===== config.mk =====
export PLATFORM = sky130hd
export DESIGN_NAME = narrow_band_grid_marker
export DESIGN_NICKNAME = d
export VERILOG_FILES = /design/src/design/nbgm_pkg.sv /design/src/design/narrow_band_grid_marker.sv
export SDC_FILE = /design/constraint.sdc
export NUM_CORES = 2
export LEC_CHECK = 0
export ABC_AREA = 1
export BUFFER_PORTS_ARGS = -buffer_cell sky130_fd_sc_hd__buf_2
export CORE_MARGIN = 2
export CORE_UTILIZATION = 45
export CTS_CLUSTER_SIZE = 24
export DETAILED_ROUTE_END_ITERATION = 10
export GPL_TIMING_DRIVEN = 1
export PLACE_DENSITY = 0.66
export SLEW_MARGIN = 15
export SYNTH_ARGS = -nofsm -noshare
export SYNTH_HDL_FRONTEND = slang
export SYNTH_SLANG_ARGS = --single-unit

===== constraint.sdc =====
create_clock -name clk -period 10.4 [get_ports clk]
set_input_delay 1.04 -clock clk [delete_from_list [all_inputs] [get_ports clk]]
set_output_delay 1.04 -clock clk [all_outputs]
set_load 0.02 [all_outputs]

===== src/design/nbgm_pkg.sv =====
// shared types, constants and the setup schedule of the narrow band grid marker
// no dependencies; imported by the top level and its checker
package nbgm_pkg;

	localparam int COORD_W     = 24;
	localparam int SPACING_W   = 23;
	localparam int INV_W       = 32;
	localparam int DIST_W      = 48;
	localparam int NPA_W       = 9;
	localparam int ID_W        = 20;
	localparam int CELL_W      = 24;
	localparam int CFG_IDX_W   = 3;
	localparam int CFG_DATA_W  = 48;
	localparam int MAX_RESULTS = 27;
	localparam int SETUP_STEPS = 20;
	localparam int STEP_W      = 5;
	localparam int OPA_W       = 25;
	localparam int OPB_W       = 32;
	localparam int PROD_W      = OPA_W + OPB_W;
	localparam int DIFF_W      = 34;

	typedef enum logic [CFG_IDX_W-1:0] {
		REG_ORIGIN   = 3'd0,
		REG_SPACING  = 3'd1,
		REG_INVERSE  = 3'd2,
		REG_BAND_SQ  = 3'd3,
		REG_BAND     = 3'd4,
		REG_NPA      = 3'd5
	} reg_t;

	typedef enum logic [1:0] {
		ST_IDLE,
		ST_SETUP,
		ST_WALK,
		ST_FLUSH
	} state_t;

	// what the shared multiplier is computing
	typedef enum logic [2:0] {
		OP_NONE,
		OP_NSQ,
		OP_SCALE,
		OP_BASE,
		OP_SQUARE,
		OP_ROW,
		OP_PLANE
	} op_t;

	typedef struct packed {
		op_t        op;
		logic [1:0] axis;
		logic [1:0] k;
	} slot_t;

	typedef struct packed {
		op_t        op;
		logic [1:0] axis;
		logic [1:0] k;
		logic       neg;
		logic       ok;
	} tag_t;

	// multiplier issue order during setup
	function automatic slot_t issue_slot(input logic [STEP_W-1:0] step);
		slot_t s;
		s.op   = OP_NONE;
		s.axis = 2'd0;
		s.k    = 2'd0;
		case (step) inside
			5'd0: s.op = OP_NSQ;
			[5'd1:5'd3]: begin
				s.op   = OP_SCALE;
				s.axis = 2'(step - 5'd1);
			end
			[5'd4:5'd6]: begin
				s.op   = OP_BASE;
				s.axis = 2'(step - 5'd4);
			end
			5'd7:  begin s.op = OP_SQUARE; s.axis = 2'd0; s.k = 2'd0; end
			5'd8:  begin s.op = OP_SQUARE; s.axis = 2'd0; s.k = 2'd1; end
			5'd9:  begin s.op = OP_SQUARE; s.axis = 2'd0; s.k = 2'd2; end
			5'd10: begin s.op = OP_SQUARE; s.axis = 2'd1; s.k = 2'd0; end
			5'd11: begin s.op = OP_SQUARE; s.axis = 2'd1; s.k = 2'd1; end
			5'd12: begin s.op = OP_SQUARE; s.axis = 2'd1; s.k = 2'd2; end
			5'd13: begin s.op = OP_SQUARE; s.axis = 2'd2; s.k = 2'd0; end
			5'd14: begin s.op = OP_SQUARE; s.axis = 2'd2; s.k = 2'd1; end
			5'd15: begin s.op = OP_SQUARE; s.axis = 2'd2; s.k = 2'd2; end
			5'd16: s.op = OP_ROW;
			5'd17: s.op = OP_PLANE;
			default: s.op = OP_NONE;
		endcase
		return s;
	endfunction

endpackage


===== src/design/narrow_band_grid_marker.sv =====
// narrow band grid marker: maps a point to its grid cell and lists nearby cells
// depends on nbgm_pkg; one shared multiplier under a step sequencer
//
//  channel   signals                                     handshake
//  -------   -----------------------------------------   -----------------------------
//  item in   coord_x coord_y coord_z point_id            start & !busy at clock edge
//  result    cell_index owner_id last_cell               result_strobe, one cycle each
//  config    cfg_index cfg_data                          cfg_valid & cfg_ready
//
// an item keeps busy high through setup, then visits each candidate cell of the clamped
// box (1 to 27) in turn and takes a closing step; a box clamped away ends after setup
// setup issues 18 products to the one multiplier, then drains its two register stages
// a hit is held until the next hit or the closing cycle releases it, so the final one
// can carry last_cell; a released result shows in the next cycle; the receiver cannot stall
// arst_n clears the sequencer and loads the register defaults
module narrow_band_grid_marker
	import nbgm_pkg::*;
#(
	parameter int MAX_CELLS_PER_AXIS = 256
) (
	input  logic                         clk,
	input  logic                         arst_n,
	input  logic                         start,
	output logic                         busy,
	input  logic signed [COORD_W-1:0]    coord_x,
	input  logic signed [COORD_W-1:0]    coord_y,
	input  logic signed [COORD_W-1:0]    coord_z,
	input  logic [ID_W-1:0]              point_id,
	output logic                         result_strobe,
	output logic [CELL_W-1:0]            cell_index,
	output logic [ID_W-1:0]              owner_id,
	output logic                         last_cell,
	input  logic                         cfg_valid,
	output logic                         cfg_ready,
	input  logic [CFG_IDX_W-1:0]         cfg_index,
	input  logic [CFG_DATA_W-1:0]        cfg_data
);

	localparam int IW = (MAX_CELLS_PER_AXIS > 2) ? $clog2(MAX_CELLS_PER_AXIS) : 1;
	localparam logic [NPA_W-1:0] MAXN = NPA_W'(MAX_CELLS_PER_AXIS);

	// configuration
	logic signed [COORD_W-1:0] origin_q;
	logic [SPACING_W-1:0]      spacing_q;
	logic [INV_W-1:0]          inverse_q;
	logic [DIST_W-1:0]         band_sq_q;
	logic                      band_q;
	logic [NPA_W-1:0]          npa_q;

	// control
	state_t            state_q, state_d;
	logic [STEP_W-1:0] step_q;
	logic [1:0]        kx_q, ky_q, kz_q;
	logic              pend_v_q;
	logic              strobe_q, last_q;
	tag_t              tag_s1, tag_s2;

	// datapath
	logic signed [COORD_W-1:0] s_q [0:2];
	logic [ID_W-1:0]           id_q;
	logic [OPA_W-1:0]          op_a_s1;
	logic [OPB_W-1:0]          op_b_s1;
	logic [PROD_W-1:0]         prod_s2;
	logic [16:0]               nsq_q;
	logic [IW-1:0]             lo_q [0:2];
	logic [1:0]                span_q [0:2];
	logic [2:0]                empty_q;
	logic signed [DIFF_W-1:0]  d0_q [0:2];
	logic [DIST_W-1:0]         sq_q [0:2][0:2];
	logic                      ok_q [0:2][0:2];
	logic [CELL_W-1:0]         idx_q, xbase_q, ybase_q, pend_idx_q;
	logic [CELL_W-1:0]         cell_q;
	logic [ID_W-1:0]           owner_q;

	logic              accept;
	logic [NPA_W-1:0]  n_eff;
	slot_t             slot;
	tag_t              tag_d;
	logic [OPA_W-1:0]  op_a_d;
	logic [OPB_W-1:0]  op_b_d;

	assign accept    = start && (state_q == ST_IDLE);
	assign busy      = (state_q != ST_IDLE);
	assign cfg_ready = 1'b1;

	assign n_eff = (npa_q < NPA_W'(2)) ? NPA_W'(2) : ((npa_q > MAXN) ? MAXN : npa_q);

	// ---------------- multiplier issue ----------------
	logic signed [COORD_W:0]  sc_d;
	logic [COORD_W:0]         sc_mag;
	logic signed [DIFF_W-1:0] sq_d;
	logic [DIFF_W-1:0]        sq_mag;
	logic [DIFF_W-1:0]        koff;

	always_comb begin
		slot = (state_q == ST_SETUP) ? issue_slot(step_q) : slot_t'{OP_NONE, 2'd0, 2'd0};
		sc_d   = {s_q[slot.axis][COORD_W-1], s_q[slot.axis]} - {origin_q[COORD_W-1], origin_q};
		sc_mag = sc_d[COORD_W] ? (COORD_W+1)'(-sc_d) : (COORD_W+1)'(sc_d);
		case (slot.k)
			2'd1:    koff = DIFF_W'(spacing_q);
			2'd2:    koff = DIFF_W'({spacing_q, 1'b0});
			default: koff = '0;
		endcase
		sq_d   = d0_q[slot.axis] + signed'(koff);
		sq_mag = sq_d[DIFF_W-1] ? DIFF_W'(-sq_d) : sq_d;

		tag_d.op   = slot.op;
		tag_d.axis = slot.axis;
		tag_d.k    = slot.k;
		tag_d.neg  = sc_d[COORD_W];
		tag_d.ok   = (sq_mag[DIFF_W-1:COORD_W] == '0);
		op_a_d     = '0;
		op_b_d     = '0;
		case (slot.op)
			OP_NSQ: begin
				op_a_d = OPA_W'(n_eff);
				op_b_d = OPB_W'(n_eff);
			end
			OP_SCALE: begin
				op_a_d = sc_mag;
				op_b_d = inverse_q;
			end
			OP_BASE: begin
				op_a_d = OPA_W'(lo_q[slot.axis]);
				op_b_d = OPB_W'(spacing_q);
			end
			OP_SQUARE: begin
				op_a_d = OPA_W'(sq_mag[COORD_W-1:0]);
				op_b_d = OPB_W'(sq_mag[COORD_W-1:0]);
			end
			OP_ROW: begin
				op_a_d = OPA_W'(n_eff);
				op_b_d = OPB_W'(lo_q[1]);
			end
			OP_PLANE: begin
				op_a_d = OPA_W'(nsq_q);
				op_b_d = OPB_W'(lo_q[2]);
			end
			default: begin
				op_a_d = '0;
				op_b_d = '0;
			end
		endcase
	end

	// ---------------- writeback of scaled coordinate ----------------
	logic [PROD_W:0]          rnd;
	logic [COORD_W:0]         q_mag;
	logic signed [26:0]       g, lo_raw, hi_raw, n1, lo_c, hi_c, span_w;
	logic                     box_empty;
	logic signed [DIFF_W-1:0] base_diff;

	always_comb begin
		rnd       = {1'b0, prod_s2} + (PROD_W+1)'(64'h8000_0000);
		q_mag     = rnd[56:32];
		g         = tag_s2.neg ? -signed'({2'b00, q_mag}) : signed'({2'b00, q_mag});
		lo_raw    = g - signed'(27'(band_q));
		hi_raw    = g + signed'(27'(band_q));
		n1        = signed'(27'(n_eff - NPA_W'(1)));
		box_empty = (hi_raw < 0) || (lo_raw > n1);
		lo_c      = (lo_raw < 0) ? 27'sd0 : lo_raw;
		hi_c      = (hi_raw > n1) ? n1 : hi_raw;
		span_w    = hi_c - lo_c;
		// centre of the lowest cell minus the point
		base_diff = DIFF_W'(origin_q) + signed'({3'b000, prod_s2[30:0]})
			- DIFF_W'(s_q[tag_s2.axis]);
	end

	// ---------------- walk over the box ----------------
	logic [DIST_W+1:0] dist_sum;
	logic              hit, kx_end, ky_end, kz_end, last_pos;
	logic              emit, emit_last;

	always_comb begin
		dist_sum = (DIST_W+2)'(sq_q[0][kx_q]) + (DIST_W+2)'(sq_q[1][ky_q])
			+ (DIST_W+2)'(sq_q[2][kz_q]);
		hit = ok_q[0][kx_q] && ok_q[1][ky_q] && ok_q[2][kz_q]
			&& (dist_sum <= (DIST_W+2)'(band_sq_q));
		kx_end   = (kx_q == span_q[0]);
		ky_end   = (ky_q == span_q[1]);
		kz_end   = (kz_q == span_q[2]);
		last_pos = kx_end && ky_end && kz_end;
	end

	always_comb begin
		state_d   = state_q;
		emit      = 1'b0;
		emit_last = 1'b0;
		case (state_q)
			ST_IDLE: begin
				if (start) state_d = ST_SETUP;
			end
			ST_SETUP: begin
				if (step_q == STEP_W'(SETUP_STEPS - 1))
					state_d = (|empty_q) ? ST_IDLE : ST_WALK;
			end
			ST_WALK: begin
				// a newer hit releases the held one
				emit = hit && pend_v_q;
				if (last_pos) state_d = ST_FLUSH;
			end
			ST_FLUSH: begin
				emit      = pend_v_q;
				emit_last = 1'b1;
				state_d   = ST_IDLE;
			end
			default: state_d = ST_IDLE;
		endcase
	end

	// ---------------- control registers ----------------
	always_ff @(posedge clk or negedge arst_n) begin
		if (!arst_n) begin
			origin_q  <= '0;
			spacing_q <= SPACING_W'(65536);
			inverse_q <= INV_W'(65536);
			band_sq_q <= '0;
			band_q    <= 1'b1;
			npa_q     <= NPA_W'(256);
			state_q   <= ST_IDLE;
			step_q    <= '0;
			kx_q      <= '0;
			ky_q      <= '0;
			kz_q      <= '0;
			pend_v_q  <= 1'b0;
			strobe_q  <= 1'b0;
			last_q    <= 1'b0;
			tag_s1    <= '{OP_NONE, 2'd0, 2'd0, 1'b0, 1'b0};
			tag_s2    <= '{OP_NONE, 2'd0, 2'd0, 1'b0, 1'b0};
		end else begin
			if (cfg_valid && cfg_ready) begin
				case (cfg_index)
					REG_ORIGIN:  origin_q  <= cfg_data[COORD_W-1:0];
					REG_SPACING: spacing_q <= cfg_data[SPACING_W-1:0];
					REG_INVERSE: inverse_q <= cfg_data[INV_W-1:0];
					REG_BAND_SQ: band_sq_q <= cfg_data[DIST_W-1:0];
					REG_BAND:    band_q    <= cfg_data[0];
					REG_NPA:     npa_q     <= cfg_data[NPA_W-1:0];
					default: ;
				endcase
			end
			state_q  <= state_d;
			tag_s1   <= tag_d;
			tag_s2   <= tag_s1;
			strobe_q <= emit;
			last_q   <= emit && emit_last;
			if (accept) begin
				step_q   <= '0;
				kx_q     <= '0;
				ky_q     <= '0;
				kz_q     <= '0;
				pend_v_q <= 1'b0;
			end else if (state_q == ST_SETUP) begin
				step_q <= step_q + STEP_W'(1);
			end else if (state_q == ST_WALK) begin
				if (hit) pend_v_q <= 1'b1;
				if (!kz_end) begin
					kz_q <= kz_q + 2'd1;
				end else begin
					kz_q <= '0;
					if (!ky_end) begin
						ky_q <= ky_q + 2'd1;
					end else begin
						ky_q <= '0;
						kx_q <= kx_q + 2'd1;
					end
				end
			end else if (state_q == ST_FLUSH) begin
				pend_v_q <= 1'b0;
			end
		end
	end

	// ---------------- datapath registers ----------------
	always_ff @(posedge clk) begin
		if (accept) begin
			s_q[0] <= coord_x;
			s_q[1] <= coord_y;
			s_q[2] <= coord_z;
			id_q   <= point_id;
		end
		op_a_s1 <= op_a_d;
		op_b_s1 <= op_b_d;
		prod_s2 <= PROD_W'(op_a_s1) * PROD_W'(op_b_s1);

		case (tag_s2.op)
			OP_NSQ: nsq_q <= prod_s2[16:0];
			OP_SCALE: begin
				lo_q[tag_s2.axis]    <= lo_c[IW-1:0];
				span_q[tag_s2.axis]  <= span_w[1:0];
				empty_q[tag_s2.axis] <= box_empty;
				if (tag_s2.axis == 2'd0) begin
					idx_q   <= CELL_W'(lo_c[IW-1:0]);
					xbase_q <= CELL_W'(lo_c[IW-1:0]);
					ybase_q <= CELL_W'(lo_c[IW-1:0]);
				end
			end
			OP_BASE: d0_q[tag_s2.axis] <= base_diff;
			OP_SQUARE: begin
				sq_q[tag_s2.axis][tag_s2.k] <= prod_s2[DIST_W-1:0];
				ok_q[tag_s2.axis][tag_s2.k] <= tag_s2.ok;
			end
			OP_ROW, OP_PLANE: begin
				idx_q   <= idx_q + prod_s2[CELL_W-1:0];
				xbase_q <= xbase_q + prod_s2[CELL_W-1:0];
				ybase_q <= ybase_q + prod_s2[CELL_W-1:0];
			end
			default: ;
		endcase

		if (state_q == ST_WALK) begin
			if (hit) pend_idx_q <= idx_q;
			// z steps by n*n, y by n, x by one
			if (!kz_end) begin
				idx_q <= idx_q + CELL_W'(nsq_q);
			end else if (!ky_end) begin
				ybase_q <= ybase_q + CELL_W'(n_eff);
				idx_q   <= ybase_q + CELL_W'(n_eff);
			end else begin
				xbase_q <= xbase_q + CELL_W'(1);
				ybase_q <= xbase_q + CELL_W'(1);
				idx_q   <= xbase_q + CELL_W'(1);
			end
		end

		if (emit) begin
			cell_q  <= pend_idx_q;
			owner_q <= id_q;
		end
	end

	assign result_strobe = strobe_q;
	assign cell_index    = cell_q;
	assign owner_id      = owner_q;
	assign last_cell     = last_q;

endmodule


==> results.py <==
metrics = {
    "run_status": {
        "run_status": "complete, no violations",
    },
    "cts": {
        "htreeDepth": 3,
        "clkLatencyLatePin_ps": 810,
        "cts_tree": "done",
        "clk_pin_slew_ps": 60,
        "post_cts.repair.setup_buffers": 0,
        "cts.repair.resized": 0,
        "clock_sinks": 1110,
        "hold_buffers": 0,
        "cts_buffers": 118,
        "clk_path_buf_depth": 3,
        "cts_root_buf": "clkbuf_16",
    },
    "routing": {
        "vias": 71600,
        "wl_per_cell_um": 22.3,
        "remaining_drc_errors": 0,
        "wl_mm": 287,
        "viasPerCell": 5.55,
        "final_antenna_net_count": 0,
        "first_pass_iters": 6,
        "drt_iter0_drc": 7554,
    },
    "place": {
        "numPortBuffers": 193,
        "place_ws_ps": 1560,
        "gp_congestion": 1.00,
        "numPlacedInstances": 12700,
        "dp_hpwl_mm": 217,
    },
    "power_and_ir_drop": {
        "power.density_nw_per_um2": 305,
        "leakage_nw": 44.2,
        "power_mw": 29.3,
        "irDropWorstVdd_mv": 0.227,
    },
    "final_layout": {
        "fin_cells": 12900,
        "nets": 11700,
        "fin_util": 0.494,
        "drive_above_1_share": 0.0703,
        "syn_to_final_growth_pct": 9.33,
    },
    "setup_path": {
        "r2r_start": "kx_q[1]",
        "reg2reg_to": "owner_id[18]",
        "worstSetupPathType": "reg -> reg",
        "critical_path.most_common_cell": "o21ai_0",
        "cp.required_ps": 10810,
        "cp.arrival_ps": 9640,
        "cp-start-kind": "register",
        "regToRegSetupSlack_ps": 1170,
        "reg2reg_depth": 30,
        "crit_slowest_cell": "o21ai_0",
        "endpoint_kind": "register",
        "max_stage_delay_ps": 920,
        "critPathMaxFanout": 45,
    },
    "logic_synthesis": {
        "yosys_register_bits": 1110,
        "ys_warn_count": 0,
        "synth_area_leaders": "edfxtp_1 27%, fa_1 18%, nand2_1 10%",
        "synth_most_common_cell": "nand2_1",
        "netlist_instances": 10100,
        "yosysTopAreaCell": "edfxtp_1",
        "ys_async_sr_fraction": 0.154,
        "synth_edf_count": 777,
        "netlist-cell-type-count": 70,
        "synth-seq-area-share": 0.351,
        "syn_area_per_cell_um2": 8.70,
        "synth_common_cells": "2382 x nand2_1, 1717 x inv_1, 777 x edfxtp_1",
        "synthFlopType": "edfxtp_1",
        "synth_area_um2": 87900,
        "synth.top_cell.area_share": 0.266,
    },
    "worst_hold_path": {
        "worstHoldPathType": "in -> async",
    },
    "floorplanning": {
        "start_util": 0.452,
        "ios": 195,
        "die_height_um": 446,
        "core_um2": 194000,
        "die-area_um2": 199000,
        "rows": 162,
        "die_w_um": 446,
    },
    "sta": {
        "setup_tns_ps": 0,
        "fin_ws_ps": 1170,
        "clock_skew_ps": 73.9,
        "fmax_mhz": 108,
        "tightest_slew_ps": 1190,
        "drv_slew": 0,
        "rsz0062_at_grt": "false",
        "setup-violations-final": 0,
        "min_period_over_period": 0.888,
        "hold_violations": 0,
        "slew_headroom": 0.198,
        "finalCriticalPeriod_ps": 9230,
    },
    "global_routing": {
        "grt_pass1_vias": 71100,
        "grt_pass1_wl_mm": 433,
        "grt_overflow": 0,
        "antenna_found_initial": 14,
        "grt_use_total": 0.289,
        "grt_max_degree": 79,
    },
    "run": {
        "cap_violations": 0,
    },
}
flip-flops by register name (all words and copies together), names as in the netlist, 17 cells and up, named ones only:
register / count
spacing_q: 23
cell_index: 24
s_q: 72
op_b_s1: 32
xbase_q: 24
op_a_s1: 25
id_q: 20
prod_s2: 57
band_sq_q: 48
ybase_q: 24
d0_q: 102
owner_id: 20
idx_q: 24
inverse_q: 32
lo_q: 24
origin_q: 24
sq_q: 432
nsq_q: 17
pend_idx_q: 24
per-layer routing:
| layer | global-route usage | wire length (um) | vias to the layer above |
|---|---|---|---|
| li1 | - | - | 32700 |
| met1 | 0.387 | 117000 | 35100 |
| met2 | 0.460 | 131000 | 3167 |
| met3 | 0.0459 | 24300 | 586 |
| met4 | 0.133 | 14700 | 2 |
| met5 | 0 | 13 | - |
power by group:
group	switching [mW]	internal [mW]
sequential	0.673	5.74
combinational	12.6	5.81
clock	1.93	2.54
total	15.2	14.1
worst max path at each step:
stage	slack [ps]	endpoint	startpoint
after detailed placement	1560	owner_id[7]	kx_q[1]
after global placement	1560	owner_id[5]	kx_q[1]
after global routing	560	owner_id[18]	kx_q[1]
after floorplan	2250	cell_index[0]	ky_q[0]
after CTS	1460	owner_id[7]	kx_q[1]
final	1170	owner_id[18]	kx_q[1]
cells by family (layout without fill, tap and decap cells):
kind of cell	count (synthesis)	after routing	share of synthesized area
AO/OA/AOI/OAI	1589	1589	0.102
adder cells (fa/ha/maj)	1312	1312	0.253
other	1	48	0.0000427
buffers and inverters	2095	2290	0.0904
AND/OR/NAND/NOR	3714	3714	0.175
flip-flops	1110	1110	0.351
XOR/XNOR	283	283	0.0287
worst max-delay path: cells and delay by family (launching register included):
family / cells / cell delay, ps
xor gates and xnor gates: 1 / 160
and+or+nand+nor: 6 / 860
buffers and inverters: 4 / 1950
adders and majority gates: 3 / 1140
AOI/OAI and AO/OA: 16 / 4260
DFF: 1 / 390
cell type report:
cell class / instances / area, um^2
flip-flops and latches: 1110 / 30900
fillers: 18100 / 98300
inverters: 1743 / 6550
repair buffers: 324 / 1960
multi-input cells: 6935 / 49400
clock buffers: 147 / 3170
clock inverters: 76 / 923
diodes: 11 / 27.5
well taps: 2542 / 3180
through the flow:
step,hold slack [ps],instance area [um^2]
finish,262,96100
global route,283,96000
CTS,258,96000
detailed placement,335,91900
global placement,332,91900
floorplan,331,88000
placed cells by master, fill, tap and decap left out, drive strengths merged, types with 67 or more instances in the layout:
| master | instances |
|---|---|
| dfrtp | 167 |
| a31oi | 79 |
| inv | 1744 |
| nand4 | 100 |
| buf | 323 |
| a21oi | 504 |
| nor2 | 704 |
| clkbuf | 148 |
| nand2 | 2415 |
| dfxtp | 162 |
| edfxtp | 777 |
| o211ai | 67 |
| xor2 | 190 |
| fa | 775 |
| nor3 | 73 |
| o21ai | 702 |
| ha | 537 |
| xnor2 | 93 |
| nand3 | 335 |
No activity file was read; power rests on OpenSTA's default activity.
